## src/hw/rtl/a2hid_pkg.sv

```systemverilog
// Package for the ASCII to HID keyboard report packer.
// Holds the sizes, usage codes, shared types and the character classifier; no dependencies.
`default_nettype none

package a2hid_pkg;

    localparam int KEY_SLOTS    = 6;
    localparam int REPORT_SLOTS = 6;
    localparam int QUEUE_DEPTH  = 4;
    localparam int QPTR_W       = $clog2(QUEUE_DEPTH);
    localparam int QCNT_W       = $clog2(QUEUE_DEPTH + 1);

    localparam logic [1:0] MOD_NONE   = 2'd0;
    localparam logic [1:0] MOD_LSHIFT = 2'd2;

    localparam logic [7:0] USAGE_NONE      = 8'd0;
    localparam logic [7:0] USAGE_LETTER_A  = 8'd4;
    localparam logic [7:0] USAGE_DIGIT_ONE = 8'd30;
    localparam logic [7:0] USAGE_DIGIT_0   = 8'd39;
    localparam logic [7:0] USAGE_ENTER     = 8'd40;
    localparam logic [7:0] USAGE_SPACE     = 8'd44;
    localparam logic [7:0] USAGE_COMMA     = 8'd54;
    localparam logic [7:0] USAGE_PERIOD    = 8'd55;

    localparam logic [7:0] ASCII_LOWER_A = 8'h61;
    localparam logic [7:0] ASCII_LOWER_Z = 8'h7A;
    localparam logic [7:0] ASCII_UPPER_A = 8'h41;
    localparam logic [7:0] ASCII_UPPER_Z = 8'h5A;
    localparam logic [7:0] ASCII_ONE     = 8'h31;
    localparam logic [7:0] ASCII_NINE    = 8'h39;
    localparam logic [7:0] ASCII_ZERO    = 8'h30;
    localparam logic [7:0] ASCII_PERIOD  = 8'h2E;
    localparam logic [7:0] ASCII_COMMA   = 8'h2C;
    localparam logic [7:0] ASCII_NEWLINE = 8'h0A;
    localparam logic [7:0] ASCII_SPACE   = 8'h20;

    typedef logic [7:0] usage_t;

    typedef struct packed {
        usage_t code;
        logic   upper;
    } key_t;

    // Handed from one slot cell to the next.
    typedef struct packed {
        logic match;
        logic held;
    } slot_link_t;

    // Broadcast to every slot cell.
    typedef struct packed {
        usage_t code;
        logic   flush_pre;
        logic   flush_post;
        logic   accept;
    } slot_cmd_t;

    typedef struct packed {
        usage_t code_now;
        usage_t code_after;
        logic   used;
        logic   held_after;
    } slot_view_t;

    // One closed report; its release follows it on the output.
    typedef struct packed {
        logic                         shift;
        logic [KEY_SLOTS-1:0][7:0]    codes;
        logic                         last;
    } report_entry_t;

    typedef enum logic {
        BEAT_REPORT,
        BEAT_RELEASE
    } beat_t;

    function automatic key_t classify(input logic [7:0] c);
        key_t k;
        k.code  = USAGE_NONE;
        k.upper = 1'b0;
        priority if (c >= ASCII_LOWER_A && c <= ASCII_LOWER_Z)
        begin
            k.code = 8'(c - ASCII_LOWER_A + USAGE_LETTER_A);
        end
        else if (c >= ASCII_UPPER_A && c <= ASCII_UPPER_Z)
        begin
            k.code  = 8'(c - ASCII_UPPER_A + USAGE_LETTER_A);
            k.upper = 1'b1;
        end
        else if (c >= ASCII_ONE && c <= ASCII_NINE)
        begin
            k.code = 8'(c - ASCII_ONE + USAGE_DIGIT_ONE);
        end
        else if (c == ASCII_PERIOD)
        begin
            k.code = USAGE_PERIOD;
        end
        else if (c == ASCII_COMMA)
        begin
            k.code = USAGE_COMMA;
        end
        else if (c == ASCII_NEWLINE)
        begin
            k.code = USAGE_ENTER;
        end
        else if (c == ASCII_SPACE)
        begin
            k.code = USAGE_SPACE;
        end
        else if (c == ASCII_ZERO)
        begin
            k.code = USAGE_DIGIT_0;
        end
        else
        begin
            k.code = USAGE_NONE;
        end
        return k;
    endfunction

endpackage

`default_nettype wire

```

## src/hw/rtl/a2hid_ifs.sv

```systemverilog
// Channel interfaces of the report packer: characters in, keyboard reports out.
// Standalone; each carries valid, ready and the item payload.
`default_nettype none

interface a2hid_char_if;
    logic       valid;
    logic       ready;
    logic [7:0] char_code;
    logic       last_char;

    modport source (output valid, char_code, last_char, input ready);
    modport sink (input valid, char_code, last_char, output ready);
endinterface

interface a2hid_report_if;
    logic       valid;
    logic       ready;
    logic [1:0] modifier;
    logic       reserved_byte;
    logic [7:0] key_slot_1;
    logic [7:0] key_slot_2;
    logic [7:0] key_slot_3;
    logic [7:0] key_slot_4;
    logic [7:0] key_slot_5;
    logic [7:0] key_slot_6;
    logic       end_of_run;

    modport source (
        output valid, modifier, reserved_byte, key_slot_1, key_slot_2, key_slot_3,
               key_slot_4, key_slot_5, key_slot_6, end_of_run,
        input  ready
    );
    modport sink (
        input  valid, modifier, reserved_byte, key_slot_1, key_slot_2, key_slot_3,
               key_slot_4, key_slot_5, key_slot_6, end_of_run,
        output ready
    );
endinterface

`default_nettype wire

```

## src/hw/rtl/a2hid_slot_cell.sv

```systemverilog
// One key slot of the open report: holds a usage code and its occupied flag.
// Depends on a2hid_pkg; cells are chained through slot_link_t.
`default_nettype none

module a2hid_slot_cell
    import a2hid_pkg::*;
(
    input  logic       clk,
    input  logic       rst_n,
    input  slot_cmd_t  cmd,
    input  slot_link_t link_in,
    output slot_link_t link_out,
    output slot_view_t view
);

    logic   used_reg;
    logic   used_next;
    usage_t code_reg;
    logic   keep;
    logic   write;

    // A slot survives the character only if no early close empties the report.
    assign keep  = used_reg && !cmd.flush_pre;
    // The first free slot behind a kept one takes the new code.
    assign write = link_in.held && !keep;

    assign link_out.match = link_in.match || (used_reg && code_reg == cmd.code);
    assign link_out.held  = keep;

    assign view.code_now   = used_reg ? code_reg : USAGE_NONE;
    assign view.code_after = write ? cmd.code : (keep ? code_reg : USAGE_NONE);
    assign view.used       = used_reg;
    assign view.held_after = keep || write;

    always_comb
    begin
        used_next = used_reg;
        if (cmd.accept)
        begin
            used_next = (keep || write) && !cmd.flush_post;
        end
    end

    always_ff @(posedge clk or negedge rst_n)
    begin
        if (!rst_n)
        begin
            used_reg <= 1'b0;
        end
        else
        begin
            used_reg <= used_next;
        end
    end

    always_ff @(posedge clk)
    begin
        if (cmd.accept && write)
        begin
            code_reg <= cmd.code;
        end
    end

endmodule

`default_nettype wire

```

## src/hw/rtl/a2hid_report_queue.sv

```systemverilog
// Queue of closed reports; each entry goes out as a report followed by its release.
// Depends on a2hid_pkg and a2hid_report_if.
`default_nettype none

module a2hid_report_queue
    import a2hid_pkg::*;
(
    input  logic                  clk,
    input  logic                  rst_n,
    input  logic                  push_first,
    input  logic                  push_second,
    input  report_entry_t         entry_first,
    input  report_entry_t         entry_second,
    output logic                  room,
    a2hid_report_if.source        reports
);

    report_entry_t     entries_reg [QUEUE_DEPTH];
    logic [QPTR_W-1:0] wr_ptr_reg;
    logic [QPTR_W-1:0] wr_ptr_next;
    logic [QPTR_W-1:0] rd_ptr_reg;
    logic [QPTR_W-1:0] rd_ptr_next;
    logic [QCNT_W-1:0] cnt_reg;
    logic [QCNT_W-1:0] cnt_next;
    beat_t             beat_reg;
    beat_t             beat_next;
    logic [1:0]        push_n;
    logic              fire;
    logic              pop;
    report_entry_t     head;
    logic [7:0]        shown [REPORT_SLOTS];

    // An item may bring two entries, so two free places are needed to take one.
    assign room   = cnt_reg <= QCNT_W'(QUEUE_DEPTH - 2);
    assign push_n = {1'b0, push_first} + {1'b0, push_first && push_second};
    assign fire   = reports.valid && reports.ready;
    assign pop    = fire && beat_reg == BEAT_RELEASE;
    assign head   = entries_reg[rd_ptr_reg];

    assign wr_ptr_next = wr_ptr_reg + QPTR_W'(push_n);
    assign rd_ptr_next = rd_ptr_reg + QPTR_W'(pop);
    assign cnt_next    = cnt_reg + QCNT_W'(push_n) - QCNT_W'(pop);

    always_comb
    begin
        beat_next = beat_reg;
        if (fire)
        begin
            unique case (beat_reg)
                BEAT_REPORT:  beat_next = BEAT_RELEASE;
                BEAT_RELEASE: beat_next = BEAT_REPORT;
                default:      beat_next = BEAT_REPORT;
            endcase
        end
    end

    always_comb
    begin
        for (int i = 0; i < REPORT_SLOTS; i++)
        begin
            shown[i] = USAGE_NONE;
        end
        reports.valid         = cnt_reg != '0;
        reports.modifier      = MOD_NONE;
        reports.reserved_byte = 1'b0;
        reports.end_of_run    = 1'b0;
        unique case (beat_reg)
            BEAT_REPORT:
            begin
                reports.modifier = head.shift ? MOD_LSHIFT : MOD_NONE;
                for (int i = 0; i < KEY_SLOTS; i++)
                begin
                    shown[i] = head.codes[i];
                end
            end
            BEAT_RELEASE:
            begin
                reports.end_of_run = head.last;
            end
            default:
            begin
                reports.end_of_run = 1'b0;
            end
        endcase
        reports.key_slot_1 = shown[0];
        reports.key_slot_2 = shown[1];
        reports.key_slot_3 = shown[2];
        reports.key_slot_4 = shown[3];
        reports.key_slot_5 = shown[4];
        reports.key_slot_6 = shown[5];
    end

    always_ff @(posedge clk or negedge rst_n)
    begin
        if (!rst_n)
        begin
            wr_ptr_reg <= '0;
            rd_ptr_reg <= '0;
            cnt_reg    <= '0;
            beat_reg   <= BEAT_REPORT;
        end
        else
        begin
            wr_ptr_reg <= wr_ptr_next;
            rd_ptr_reg <= rd_ptr_next;
            cnt_reg    <= cnt_next;
            beat_reg   <= beat_next;
        end
    end

    always_ff @(posedge clk)
    begin
        if (push_first)
        begin
            entries_reg[wr_ptr_reg] <= entry_first;
        end
        if (push_first && push_second)
        begin
            entries_reg[QPTR_W'(wr_ptr_reg + 1'b1)] <= entry_second;
        end
    end

endmodule

`default_nettype wire

```

## src/hw/rtl/ascii_to_hid_keyboard_reports.sv

```systemverilog
// Top level of the ASCII to HID keyboard report packer: a chain of slot cells and a report queue.
// Depends on a2hid_pkg, a2hid_ifs, a2hid_slot_cell and a2hid_report_queue.
//
//   Port     | Role          | Item
//   ---------+---------------+------------------------------------------------
//   chars    | input, sink   | one character and its end-of-string mark
//   reports  | output, source| one 8-byte keyboard report or release report
//
// A character is taken whenever the report queue has two free entries;
// it produces zero, two or four output items, one per cycle while reports.ready is high.
// The output side therefore sets the pace.
// Reset is asynchronous and empties the open report and the queue; there is no clearing pass.
// A stalled output keeps its item; characters keep flowing until the queue is short of room.
`default_nettype none

module ascii_to_hid_keyboard_reports
    import a2hid_pkg::*;
(
    input  logic            clk,
    input  logic            rst_n,
    a2hid_char_if.sink      chars,
    a2hid_report_if.source  reports
);

    logic          shift_reg;
    logic          shift_next;
    key_t          key;
    logic          accept;
    logic          room;
    logic          close_pre;
    logic          close_post;
    slot_cmd_t     cmd;
    slot_link_t    link [KEY_SLOTS+1];
    slot_view_t    view [KEY_SLOTS];
    report_entry_t entry_pre;
    report_entry_t entry_post;
    report_entry_t entry_first;

    assign key         = classify(chars.char_code);
    assign chars.ready = room;
    assign accept      = chars.valid && room;

    // The open report closes first if the case changes or a nonzero code would repeat.
    assign close_pre  = view[0].used
                     && ((key.upper != shift_reg)
                      || (key.code != USAGE_NONE && link[KEY_SLOTS].match));
    assign close_post = view[KEY_SLOTS-1].held_after || chars.last_char;

    assign cmd.code       = key.code;
    assign cmd.flush_pre  = close_pre;
    assign cmd.flush_post = close_post;
    assign cmd.accept     = accept;

    assign link[0].match = 1'b0;
    assign link[0].held  = 1'b1;

    for (genvar i = 0; i < KEY_SLOTS; i++)
    begin : g_slot
        a2hid_slot_cell u_cell (
            .clk      (clk),
            .rst_n    (rst_n),
            .cmd      (cmd),
            .link_in  (link[i]),
            .link_out (link[i+1]),
            .view     (view[i])
        );
    end

    always_comb
    begin
        entry_pre.shift  = shift_reg;
        entry_pre.last   = !close_post;
        entry_post.shift = key.upper;
        entry_post.last  = 1'b1;
        for (int i = 0; i < KEY_SLOTS; i++)
        begin
            entry_pre.codes[i]  = view[i].code_now;
            entry_post.codes[i] = view[i].code_after;
        end
        entry_first = close_pre ? entry_pre : entry_post;
    end

    assign shift_next = accept ? (key.upper && !close_post) : shift_reg;

    always_ff @(posedge clk or negedge rst_n)
    begin
        if (!rst_n)
        begin
            shift_reg <= 1'b0;
        end
        else
        begin
            shift_reg <= shift_next;
        end
    end

    a2hid_report_queue u_queue (
        .clk          (clk),
        .rst_n        (rst_n),
        .push_first   (accept && (close_pre || close_post)),
        .push_second  (accept && close_pre && close_post),
        .entry_first  (entry_first),
        .entry_second (entry_post),
        .room         (room),
        .reports      (reports)
    );

endmodule

`default_nettype wire

```

## src/flat_wrapper.sv

```systemverilog
// flat-port wrapper written by rule: the top's interface ports become plain ports
module ascii_to_hid_keyboard_reports_flat import a2hid_pkg::*;
  (clk, rst_n, chars_valid, chars_char_code, chars_last_char, chars_ready, reports_valid, reports_modifier, reports_reserved_byte, reports_key_slot_1, reports_key_slot_2, reports_key_slot_3, reports_key_slot_4, reports_key_slot_5, reports_key_slot_6, reports_end_of_run, reports_ready);
  a2hid_char_if chars_i ();
  a2hid_report_if reports_i ();
  input  logic clk;
  input  logic rst_n;
  input wire logic [$bits(chars_i.valid)-1:0] chars_valid;
  input wire logic [$bits(chars_i.char_code)-1:0] chars_char_code;
  input wire logic [$bits(chars_i.last_char)-1:0] chars_last_char;
  output wire logic [$bits(chars_i.ready)-1:0] chars_ready;
  output wire logic [$bits(reports_i.valid)-1:0] reports_valid;
  output wire logic [$bits(reports_i.modifier)-1:0] reports_modifier;
  output wire logic [$bits(reports_i.reserved_byte)-1:0] reports_reserved_byte;
  output wire logic [$bits(reports_i.key_slot_1)-1:0] reports_key_slot_1;
  output wire logic [$bits(reports_i.key_slot_2)-1:0] reports_key_slot_2;
  output wire logic [$bits(reports_i.key_slot_3)-1:0] reports_key_slot_3;
  output wire logic [$bits(reports_i.key_slot_4)-1:0] reports_key_slot_4;
  output wire logic [$bits(reports_i.key_slot_5)-1:0] reports_key_slot_5;
  output wire logic [$bits(reports_i.key_slot_6)-1:0] reports_key_slot_6;
  output wire logic [$bits(reports_i.end_of_run)-1:0] reports_end_of_run;
  input wire logic [$bits(reports_i.ready)-1:0] reports_ready;
  assign chars_i.valid = chars_valid;
  assign chars_i.char_code = chars_char_code;
  assign chars_i.last_char = chars_last_char;
  assign chars_ready = chars_i.ready;
  assign reports_valid = reports_i.valid;
  assign reports_modifier = reports_i.modifier;
  assign reports_reserved_byte = reports_i.reserved_byte;
  assign reports_key_slot_1 = reports_i.key_slot_1;
  assign reports_key_slot_2 = reports_i.key_slot_2;
  assign reports_key_slot_3 = reports_i.key_slot_3;
  assign reports_key_slot_4 = reports_i.key_slot_4;
  assign reports_key_slot_5 = reports_i.key_slot_5;
  assign reports_key_slot_6 = reports_i.key_slot_6;
  assign reports_end_of_run = reports_i.end_of_run;
  assign reports_i.ready = reports_ready;
  ascii_to_hid_keyboard_reports u_core (.clk(clk), .rst_n(rst_n), .chars(chars_i), .reports(reports_i));
endmodule
```

## config.mk

```make
export PLATFORM = sky130hd
export DESIGN_NAME = ascii_to_hid_keyboard_reports_flat
export DESIGN_NICKNAME = d
export VERILOG_FILES = /design/src/hw/rtl/a2hid_pkg.sv /design/src/hw/rtl/a2hid_ifs.sv /design/src/hw/rtl/a2hid_slot_cell.sv /design/src/hw/rtl/a2hid_report_queue.sv /design/src/hw/rtl/ascii_to_hid_keyboard_reports.sv /design/src/flat_wrapper.sv
export SDC_FILE = /design/constraint.sdc
export NUM_CORES = 1
export LEC_CHECK = 0
export BUFFER_PORTS_ARGS = -buffer_cell sky130_fd_sc_hd__buf_2
export CORE_MARGIN = 1
export CORE_UTILIZATION = 35
export DETAILED_ROUTE_END_ITERATION = 16
export PLACE_DENSITY_LB_ADDON = 0.25
export SLEW_MARGIN = 25
export SYNTH_ARGS = -nofsm -noshare
export SYNTH_HDL_FRONTEND = slang
export SYNTH_SLANG_ARGS = --single-unit
```

## constraint.sdc

```tcl
create_clock -name clk -period 13.1 [get_ports clk]
set_input_delay 0.655 -clock clk [delete_from_list [all_inputs] [get_ports clk]]
set_output_delay 0.655 -clock clk [all_outputs]
set_load 0.05 [all_outputs]
```

# Yosys cells after proc, flatten, opt, wreduce, memory -nomap -nowiden
# Memory sizes are Yosys's and may differ from the RTL's.
# Cells that the tools add are included.
# word_totals
n_memories	1
rom_bits	0
latch_bits	0
mem_bits_rw	200
ff_bits	63
input_bits	13
elab_cells	151
# classes
n_eq_ne	12
addsub	12
order_cmp	7
bitwise	1
mul	0
div	0
muxes	37
reduce_logical	64
n_shift	0
# memory_table
memory	depth	word_bits	rd	rd_clocked_by_memory_dff	write_ports	line	text
u_core.u_queue.entries_reg	4	50	1	0	2	a2hid_report_queue.sv:18	report_entry_t entries_reg [QUEUE_DEPTH];
# ops
cell	count
two-way mux 8 bit	23
two-way mux 50 bit	1
equality test 8 bit	6
two-way mux 48 bit	1
logical AND 1 bit	41
equality test 8 x 6 -> 1 bit (second input constant)	4
adder 8 x 3 -> 8 bit (second input constant)	2
>= comparator 8 x 7 -> 1 bit (second input constant)	2
less-or-equal comparator 8 x 7 -> 1 bit (second input constant)	2
subtractor 8 x 7 -> 8 bit (second input constant)	2
logical OR 1 bit	13
two-way mux 6 bit	2
adder 8 x 5 -> 8 bit (second input constant)	1
equality test 8 x 4 -> 1 bit (second input constant)	1
>= comparator 8 x 6 -> 1 bit (second input constant)	1
less-or-equal comparator 8 x 6 -> 1 bit (second input constant)	1
logical NOT 1 bit	8
nonzero test 8 bit	1
subtractor 8 x 6 -> 8 bit (second input constant)	1
two-way mux 1 bit	7
two-way mux 2 bit	2
adder 3 x 2 -> 3 bit	1
less-or-equal comparator 3 x 2 -> 1 bit (second input constant)	1
nonzero test 3 bit	1
8 further kinds	8

# Depth between registers and ports, before layout
# Gate-level depths: netlist of the first run.
# logic_depth
word_depth	31
ltp_mapped	26
mapped_depth_nobuf	22

# By module
# Synthesis of the first run repeated with hierarchy kept, for this count alone.
# hier_totals
hier_cells	1182
hier_area_um2	15511.1
# by_module_without_submodules
module	cells_each	instances	seq_area_each_um2	area_per_inst_um2
a2hid_report_queue	646	1	6206.0	10637.7
a2hid_slot_cell	65	6	265.3	578.1
ascii_to_hid_keyboard_reports	146	1	25.0	1405.1

# Worst setup path before layout of the first run
# Ideal clock, no wire load.
# synth_path
kind	input to register
startpoint	in chars_char_code[1]
endpoint	mem u_core.u_queue.entries_reg[3][10] (netlist name), enable pin
path_stages	16
setup_time_ns	0.523
n_path_buf	4
setup_slack_ns	5.832
t_arrival_ns	6.744
path_cell_list	inv_1 ha_1 buf_2 or3b_1 o311ai_1 a311o_1 buf_4 o22ai_4 buf_4 xor2_1 nor2_1 nand4_1 o211ai_2 o21bai_2 clkbuf_1 o21ai_0
# synth_lines
item	line	text
from (decl)	flat_wrapper.sv:9	input wire logic [$bits(chars_i.char_code)-1:0] chars_char_code;
to (decl)	a2hid_report_queue.sv:18	

==> results of run 1 <==
-- report_power, final --
part / total [uW] / switching, uW / leakage [uW] / internal [uW]
Clock: 772 / 327 / 0.000426 / 445
Combinational: 1130 / 770 / 0.00189 / 363
Sequential: 1100 / 88.7 / 0.00250 / 1010
-- Yosys cell counts (all sizes together) (15+ instances only) --
master	instances	share of area
nor2	110	0.032
edfxtp	244	0.56
nand3	28	0.012
nor2b	53	0.025
clkbuf	41	0.012
o21bai	22	0.015
buf	39	0.019
mux4	50	0.086
nand2	64	0.019
nand3b	15	0.0086
xnor2	18	0.012
xor2	29	0.021
inv	22	0.0065
a21oi	49	0.019
dfrtp	15	0.029
o22ai	32	0.018
a22oi	41	0.024
-- worst reg2reg max path, stage by stage (launching register included) --
cell	delay (ns)
dfrtp_1	0.72
nor4b_1	0.41
nand3_1	0.20
nand4_4	0.18
or4_1	0.53
nand3_4	0.69
nand2_2	0.78
buf_4	0.51
-- worst max path at each step --
stage                                   from                                end  cells past startpoint
after floorplan           chars_char_code[1]  u_core.u_queue.entries_reg[3][10]                     16
after global placement    chars_char_code[0]   u_core.u_queue.entries_reg[1][3]                     15
after detailed placement  chars_char_code[0]  u_core.u_queue.entries_reg[1][18]                     15
after CTS                 chars_char_code[0]  u_core.u_queue.entries_reg[1][29]                     15
after global routing      chars_char_code[0]  u_core.u_queue.entries_reg[1][30]                     15
final                     chars_char_code[0]  u_core.u_queue.entries_reg[1][35]                     15
-- placed cells by master, fill, tap and decap left out, types with 5 or more instances in the layout --
cell type    n
edfxtp_1   244
xor2_1      27
and2_1       7
nand2_1     59
ha_1         9
buf_2       64
dfrtp_1     12
a22oi_1     41
a21oi_1     49
a31oi_1      5
nor2_1     110
clkbuf_16   29
conb_1      14
o22ai_1     29
nand3_1     25
inv_1       20
clkinv_1     6
nor2b_1     53
o21bai_1    19
nand2b_1     5
nor3_1       8
a32oi_1     11
xnor2_1     18
nand4_1      6
clkbuf_1     9
mux4_2      50
nand3b_1    15
and3_1       5
buf_4       21
a21o_1       5
-- layout make-up --
cell class | count | area [um2] | share of cell area
timing repair buffer | 85 | 478 | 0.0325
clock buffer | 38 | 759 | 0.0516
multi-input combinational | 644 | 4890 | 0.332
tap | 468 | 586 | 0.0398
inverter | 22 | 85.1 | 0.00578
sequential | 263 | 7790 | 0.529
clock inverter | 14 | 123 | 0.00834
-- stage by stage --
step                cells  total power, uW
finish               1534             3000
global route         1534             3140
CTS                  1534             3030
detailed placement   1482             2260
global placement     1482             2260
floorplan            1009             1970
-- metal layers --
metal | wire length, um | global-route usage | vias up
met2 | 15900 | 0.284 | 331
li1 | - | - | 3858
met4 | 878 | 0.0586 | 0
met1 | 15200 | 0.260 | 4276
met5 | 0 | 0 | -
met3 | 2240 | 0.0238 | 48
-- kinds of logic (layout without fill, tap and decap cells) --
| logic type | Yosys count | in the layout |
|---|---|---|
| other cells | 1 | 14 |
| simple gates | 325 | 325 |
| xor+xnor | 47 | 47 |
| fa+ha+maj | 10 | 10 |
| flops | 263 | 263 |
| compound gates | 196 | 196 |
| buf+inv | 102 | 159 |
| mux | 52 | 52 |
==> impl_results.md, run 1 <==
* Status: finished, final reports clean
* YS warnings at 0
* I/O Pins at 67
* Post-Synthesis Cells at 996
* Area growth syn-to-layout at 12.5%
* Max Slew Vio Count at 0
* DRC Markers at 0
* Deepest clock path buffer count at 3
* Crit-path slowest cell: nand2_2
* R2r worst-path depth at 7
* HPWL Detailed at approximately 21 mm
* Peak Freq at 0.161 GHz
* Die area at 38100 um2
* Adder-cell share of the synthesized area at 0.0101
* #FFs+latches synth at 263
* Setup-failing EPs final at 0
* Simple-Gate Fraction of Synth Area at 0.126
* First-pass GRT wire length at roughly 53 mm
* Setup Fix Bufs, Post-CTS at 0
* CP required at around 13 ns
* Antenna-violating nets left at 0
* Crit path time final at just over 6 ns
* Nets@finish at roughly 1100
* Cell variety after synth at 78
* Hold Worst Slack at 0.0224 ns
* H-tree lvl count at 1
* Hold buffer count at CTS at 0
* Initial DRC Count at roughly 800
* Worst Skew at 0.00894 ns
* Num CTS Buffers at 29
* Final wirelength at around 34 mm
* Clock transition at the register clock pins on the worst setup and hold paths after CTS at 0.06 ns
* Crit Path Max Fanout at 51
* Reg2reg setup slack at around 8.8 ns
* Layout fillers at roughly 3400
* Post-Synth XOR/XNOR Area at 0.0326
* First drt pass iteration count at 5
* Ys flop type: edfxtp_1
* Mapped cell area at 13100 um2
* Placed Area at 13800 um2
* Pre-CTS setup slack at roughly 6.3 ns
* Power Density at between 200 and 250 nW/um2
* Worst skew pair latency at 0.56 ns
* CORE AREA at 36700 um2
* Buf+Inv Stages, Crit Path at 3
* Rel. slew slack at 0.432
* Horiz. Die Dim at 195 um
* Setup ws final at between 6 and 7 ns
* CP startpoint kind: input port
* Placer Congestion at roughly 0.84
* Unrepaired setup endpoints after global routing: no
* Initial Util at 0.356
* Avg WL per Cell at 22.3 um
* Combinational family with the most area after synthesis: simple AND/OR/NAND/NOR gates
* Share of layout cells above drive strength 1 at 0.196
* Initial antenna violation count at 0
* Final Hold Fails at 0
* Critical Path AT at between 6 and 7 ns
* Largest net degree at the start of global routing at 52
* Total number of vias at 8513
* Mux cell area share after synthesis at 0.0876
* CP Cell Sequence: buf_2 -> inv_1 -> ha_1 -> or3b_1 -> o311ai_1 -> a311o_1 -> o22ai_4 -> xor2_1 -> nor4_1 -> nand3_1 -> nand4_4 -> or4_1 -> nand3_4 -> nand2_2 -> buf_4
* Compound-Gate Fraction of Synth Area at 0.110
* Row cnt at 70
* Critical R2R Launch: u_core.g_slot[2].u_cell.used_reg
* Tightest Pin Transition at 0.851 ns
* Fin area at 14700 um2
* Largest stage delay on the critical path at 0.75 ns
* Syn Area/Cell at 13.1 um2
* Hold Path Class: input port to async pin
* Ys async rst share at 0.0570
* Worst R2R End: u_core.u_queue.entries_reg[1][35]
* Sequential cell area fraction in the yosys report at 0.595
* Worst IR drop on VDD at ~0.07 mV
* Clock tree sinks at 263
* Grt ovf at 0
* Vias in the first global route at 8548
* Max cap viols at 0
* PortBufs at 64
* Worst setup EP type: flip-flop
* CP delay by family, top: simple AND/OR/NAND/NOR gates
* DIE HEIGHT at 195 um
* Max FFs per register at 200
* Final Util at 0.401
* Total negative setup slack at 0 ns
* ANT cells at 0
* Tcrit/Tclk final at 0.474
* TritonCTS clock tree: built
* Crit Path Class: input port to flip-flop
* Leak at 0.00481 uW
* Via density per instance at 5.55
* Post-synth EDFFs at 244
* Overall routing resource usage at 0.181
* PostCTS Resize Cnt at 0
* Clk root buf: clkbuf_16
No activity file was read; power rests on OpenSTA's default activity.
==> run 2, diff against run 1 <==
==> constraint.sdc (replaced) <==
create_clock -name clk -period 5.4 [get_ports clk]
set_input_delay 0.27 -clock clk [delete_from_list [all_inputs] [get_ports clk]]
set_output_delay 0.27 -clock clk [all_outputs]
set_load 0.05 [all_outputs]
==> impl_results.md, run 2 (synthesis gave the netlist of run 1 again) <==
* Initial DRC Count at 614
* Grt ovf at 0
* Deepest clock path buffer count at 3
* Initial Util at 0.356
* Avg WL per Cell at 22.3 um
* Hold Worst Slack at 0.0143 ns
* Crit Path Class: input port to flip-flop
* DP Cell Count at 1489
* PostCTS Resize Cnt at 0
* Via density per instance at ~5.5
* Share of layout cells above drive strength 1 at 0.209
* Tightest Pin Transition at roughly 0.89 ns
* Total design power at 7310 uW
* First-pass GRT wire length at roughly 53 mm
* Total number of vias at 8516
* Max Slew Vio Count at 0
* Row cnt at 70
* Antenna-violating nets left at 0
* Layout fillers at between 3000 and 4000
* Worst skew pair latency at 0.53 ns
* Tcrit/Tclk final at 0.846
* DRC Markers at 0
* Crit path time final at 4.57 ns
* PortBufs at 64
* Setup-failing EPs final at 0
* CORE AREA at between 30000 and 40000 um2
* Rel. slew slack at 0.406
* TritonCTS clock tree: built
* Largest stage delay on the critical path at 0.55 ns
* Most common cell after layout, fill and taps aside: edfxtp_1
* Power Density at around 500 nW/um2
* H-tree lvl count at 1
* Status: finished, final reports clean
* Worst setup EP type: flip-flop
* First drt pass iteration count at 5
* Crit Path Max Fanout at 13
* Area growth syn-to-layout at 13.6%
* ANT cells at 0
* Crit-path slowest cell: o21ai_1
* Max FFs per register at 200
* Leak at 0.00488 uW
* Peak Freq at ~0.22 GHz
* CP startpoint kind: input port
* Clock tree sinks at 263
* Overall routing resource usage at 0.181
* Vias in the first global route at between 8000 and 9000
* Horiz. Die Dim at 195 um
* Num CTS Buffers at 28
* Final wirelength at 34.3 mm
* Hold Path Class: input port to flip-flop
* Critical Path AT at 4.99 ns
* Worst Skew at 0.00798 ns
* Nets@finish at 1075
* Commonest cells after routing, fill and taps aside: edfxtp_1 (244), nor2_1 (110), buf_2 (64)
* Finished Layout Cells at 1542
* Largest net degree at the start of global routing at between 50 and 60
* Unrepaired setup endpoints after global routing: no
* Final Hold Fails at 0
* Max cap viols at 0
* CP Cell Sequence: buf_2 -> inv_1 -> ha_1 -> or3b_1 -> o311ai_1 -> a311o_1 -> buf_4 -> o22ai_4 -> buf_4 -> xnor2_1 -> nand4_1 -> o211ai_2 -> o21ai_1 -> nor2_1 -> a21o_1 -> ha_1 -> inv_1 -> ha_1 -> inv_1 -> fa_1 -> xor2_1 -> xnor2_1
* Die area at 38100 um2
* DIE HEIGHT at 195 um
* Placer Congestion at 0.851
* Final Util at 0.405
* Clk root buf: clkbuf_16
* I/O Pins at 67
* CP required at 5.82 ns
* HPWL Detailed at 20.7 mm
* Total negative setup slack at 0 ns
* Initial antenna violation count at 1
* Clock transition at the register clock pins on the worst setup and hold paths after CTS at 0.06 ns
* Worst IR drop on VDD at between 0.15 and 0.2 mV
## run 2: through the flow
stage	worst slack [ns]	cell area, um2
2_1_floorplan	0.0197	13100
3_3_place_gp	0.485	13900
3_5_place_dp	0.331	13900
4_1_cts	0.879	14800
5_1_grt	0.497	14900
6_report	0.829	14900
## run 2: worst paths after layout
| kind | start | endpoint | slack, ns | cells after the start |
|---|---|---|---|---|
| max in group asynchronous | rst_n | u_core.u_queue.rd_ptr_reg[0] | 4.79 | 2 |
| worst min-delay path | reports_ready | u_core.u_queue.beat_reg | 0.01 | 3 |
| worst max-delay path | chars_char_code[0] | u_core.u_queue.cnt_reg[2] | 0.83 | 22 |
| worst max register to register | u_core.g_slot[0].u_cell.used_reg | u_core.u_queue.cnt_reg[2] | 1.72 | 14 |
| min in group asynchronous | rst_n | u_core.g_slot[3].u_cell.used_reg | 0.24 | 2 |
| worst min register to register | u_core.u_queue.rd_ptr_reg[1] | u_core.u_queue.rd_ptr_reg[1] | 0.47 | 1 |
## run 2: layout make-up
type,count,area [um2],share of cell area
inverters,22,85.1,0.00573
repair buffers,93,591,0.0397
clock inverters,16,134,0.00901
clock buffers,36,772,0.0519
multi-input cells,644,4900,0.330
flip-flops and latches,263,7790,0.524
well taps,468,586,0.0394
## run 2: worst max-delay path, delay by kind of cell
kind	cells	cell delay (ns)
AO/OA/AOI/OAI	6	1.76
XOR/XNOR	3	0.40
adder cells (fa/ha/maj)	4	1.07
buffers and inverters	6	0.79
AND/OR/NAND/NOR	3	0.66
## run 2: layer usage
layer  GRT usage  wire, um
met5           0        13
met4      0.0402       546
met3      0.0237      1730
met2       0.304     16800
met1       0.250     15300
## run 2: repair_timing
action | CTS | global route
buffers inserted | 0 | 0
hold buffers | 1 | 0
hold endpoints to repair | 15 | 0
setup endpoints to repair | 0 | 0
## run 2: power breakdown
part | internal (uW) | leakage [uW] | total [uW] | switching [uW]
clock | 1100 | 0.000444 | 1900 | 793
sequential | 2440 | 0.00249 | 2730 | 291
combinational | 891 | 0.00194 | 2680 | 1790
total | 4440 | 0.00488 | 7310 | 2880
==> run 3, diff against run 2 <==
==> constraint.sdc (replaced) <==
create_clock -name clk -period 4.2 [get_ports clk]
set_input_delay 0.21 -clock clk [delete_from_list [all_inputs] [get_ports clk]]
set_output_delay 0.21 -clock clk [all_outputs]
set_load 0.05 [all_outputs]
==> impl_results.md, run 3 (synthesis gave the netlist of run 1 again) <==
* Die area at roughly 38000 um2
* Final Util at 0.423
* Reg2reg setup slack at 1.00 ns
* Antenna-violating nets left at 0
* Placed Area at 14700 um2
* Peak Freq at 0.256 GHz
* Fin area at 15500 um2
* Crit path time final at between 3 and 4 ns
* Grt ovf at 0
* Tightest Pin Transition at around 0.94 ns
* Setup-failing EPs final at 0
* Share of layout cells above drive strength 1 at 0.264
* Max cap viols at 0
* CORE AREA at 36700 um2
* Unrepaired setup endpoints after global routing: no
* PostCTS Resize Cnt at 0
* HPWL Detailed at 23.6 mm
* Worst IR drop on VDD at 0.256 mV
* Critical R2R Launch: u_core.g_slot[2].u_cell.code_reg[5]
* Final wirelength at 35.2 mm
* Rel. slew slack at 0.375
* Leak at 0.00524 uW
* Tcrit/Tclk final at 0.930
* Clk root buf: clkbuf_16
* Most common cell after layout, fill and taps aside: edfxtp_1
* Row cnt at 70
* Pre-CTS setup slack at -0.230 ns
* Commonest cells after routing, fill and taps aside: edfxtp_1 (244), nor2_1 (110), buf_4 (91)
* Critical Path AT at 4.15 ns
* Initial DRC Count at 684
* Deepest clock path buffer count at 3
* Worst Skew at roughly 0.0092 ns
* I/O Pins at 67
* H-tree lvl count at 1
* Overall routing resource usage at 0.187
* Avg WL per Cell at 21.8 um
* DP Cell Count at about 1600
* R2r worst-path depth at 15
* Placer Congestion at between 0.8 and 0.9
* PortBufs at 64
* Clock tree sinks at 263
* Max Slew Vio Count at 0
* Power Density at 601 nW/um2
* Setup Fix Bufs, Post-CTS at 0
* Num CTS Buffers at 26
* Total number of vias at roughly 8800
* Hold Worst Slack at between 0.1 and 0.15 ns
* Clock transition at the register clock pins on the worst setup and hold paths after CTS at 0.06 ns
* Worst R2R End: u_core.u_queue.cnt_reg[2]
* DRC Markers at 0
* Layout fillers at roughly 3400
* Vias in the first global route at 9009
* Status: finished, final reports clean
* Hold Startpoint: chars_last_char
* DIE HEIGHT at 195 um
* Finished Layout Cells at 1616
* Nets@finish at around 1200
* TritonCTS clock tree: built
* Area growth syn-to-layout at 18.6%
* First drt pass iteration count at 7
* Worst setup endpoint: u_core.u_queue.entries_reg[1][4]
* Setup ws final at 0.292 ns
* Via density per instance at about 5.4
* Largest net degree at the start of global routing at between 50 and 60
* Worst setup path startpoint: chars_char_code[1]
* Initial Util at 0.356
* Initial antenna violation count at 1
* Max FFs per register at 200
* Final Hold Fails at 0
* Crit Path Max Fanout at 8
* CP required at ~4.4 ns
* Horiz. Die Dim at 195 um
* First-pass GRT wire length at around 55 mm
* Crit Path Class: input port to flip-flop
* Hold buffer count at CTS at 2
* CP startpoint kind: input port
* Worst setup EP type: flip-flop
* Hold Path Class: input port to flip-flop
* Worst skew pair latency at 0.53 ns
-- run 3: area by class of cell --
cell class | count | area, um2 | area share
clock inverter | 14 | 65.1 | 0.00419
antenna | 1 | 2.50 | 0.000161
clock buffer | 34 | 732 | 0.0472
multi-input combinational | 644 | 4950 | 0.319
inverter | 22 | 103 | 0.00661
tap | 468 | 586 | 0.0377
timing repair buffer | 170 | 1280 | 0.0828
sequential | 263 | 7790 | 0.502
-- run 3: routing by layer --
layer  GRT usage  routed length [um]
met5           0                   0
met1       0.258               15300
met3      0.0230                2040
met2       0.310               17000
met4      0.0531                 769
-- run 3: where the power goes --
part / leakage (uW) / switching, uW / internal, uW
logic: 0.00236 / 2390 / 1270
clock network: 0.000389 / 975 / 1220
registers: 0.00249 / 325 / 3140
total: 0.00524 / 3690 / 5620
-- run 3: worst min path at each step --
stage,endpoint,slack [ns],cells after the start
detailed placement,u_core.g_slot[2].u_cell.used_reg,0.21,1
global route,u_core.g_slot[0].u_cell.used_reg,0.1,3
finish,u_core.g_slot[0].u_cell.used_reg,0.11,3
CTS,u_core.g_slot[0].u_cell.used_reg,0.07,3
global placement,u_core.u_queue.cnt_reg[0],0.20,1
floorplan,u_core.g_slot[0].u_cell.used_reg,-0.09,0
-- run 3: through the flow --
step	power, uW	TNS, ns
floorplan	6150	-0.0801
global placement	7200	-2.38
detailed placement	7220	-2.94
CTS	9420	0
global route	9740	0
finish	9320	0
-- run 3: critical path, cell delays in order --
cell and delay (ns):
buf_2 0.15, inv_12 0.06, ha_4 0.12, or3b_4 0.39, o311ai_4 0.29, a311o_1 0.24
buf_12 0.16, o22ai_4 0.12, buf_4 0.17, buf_4 0.13, xnor2_1 0.12, nand4_1 0.10
o211ai_2 0.13, buf_4 0.18, o211ai_1 0.66, a21boi_1 0.70, o22ai_1 0.21
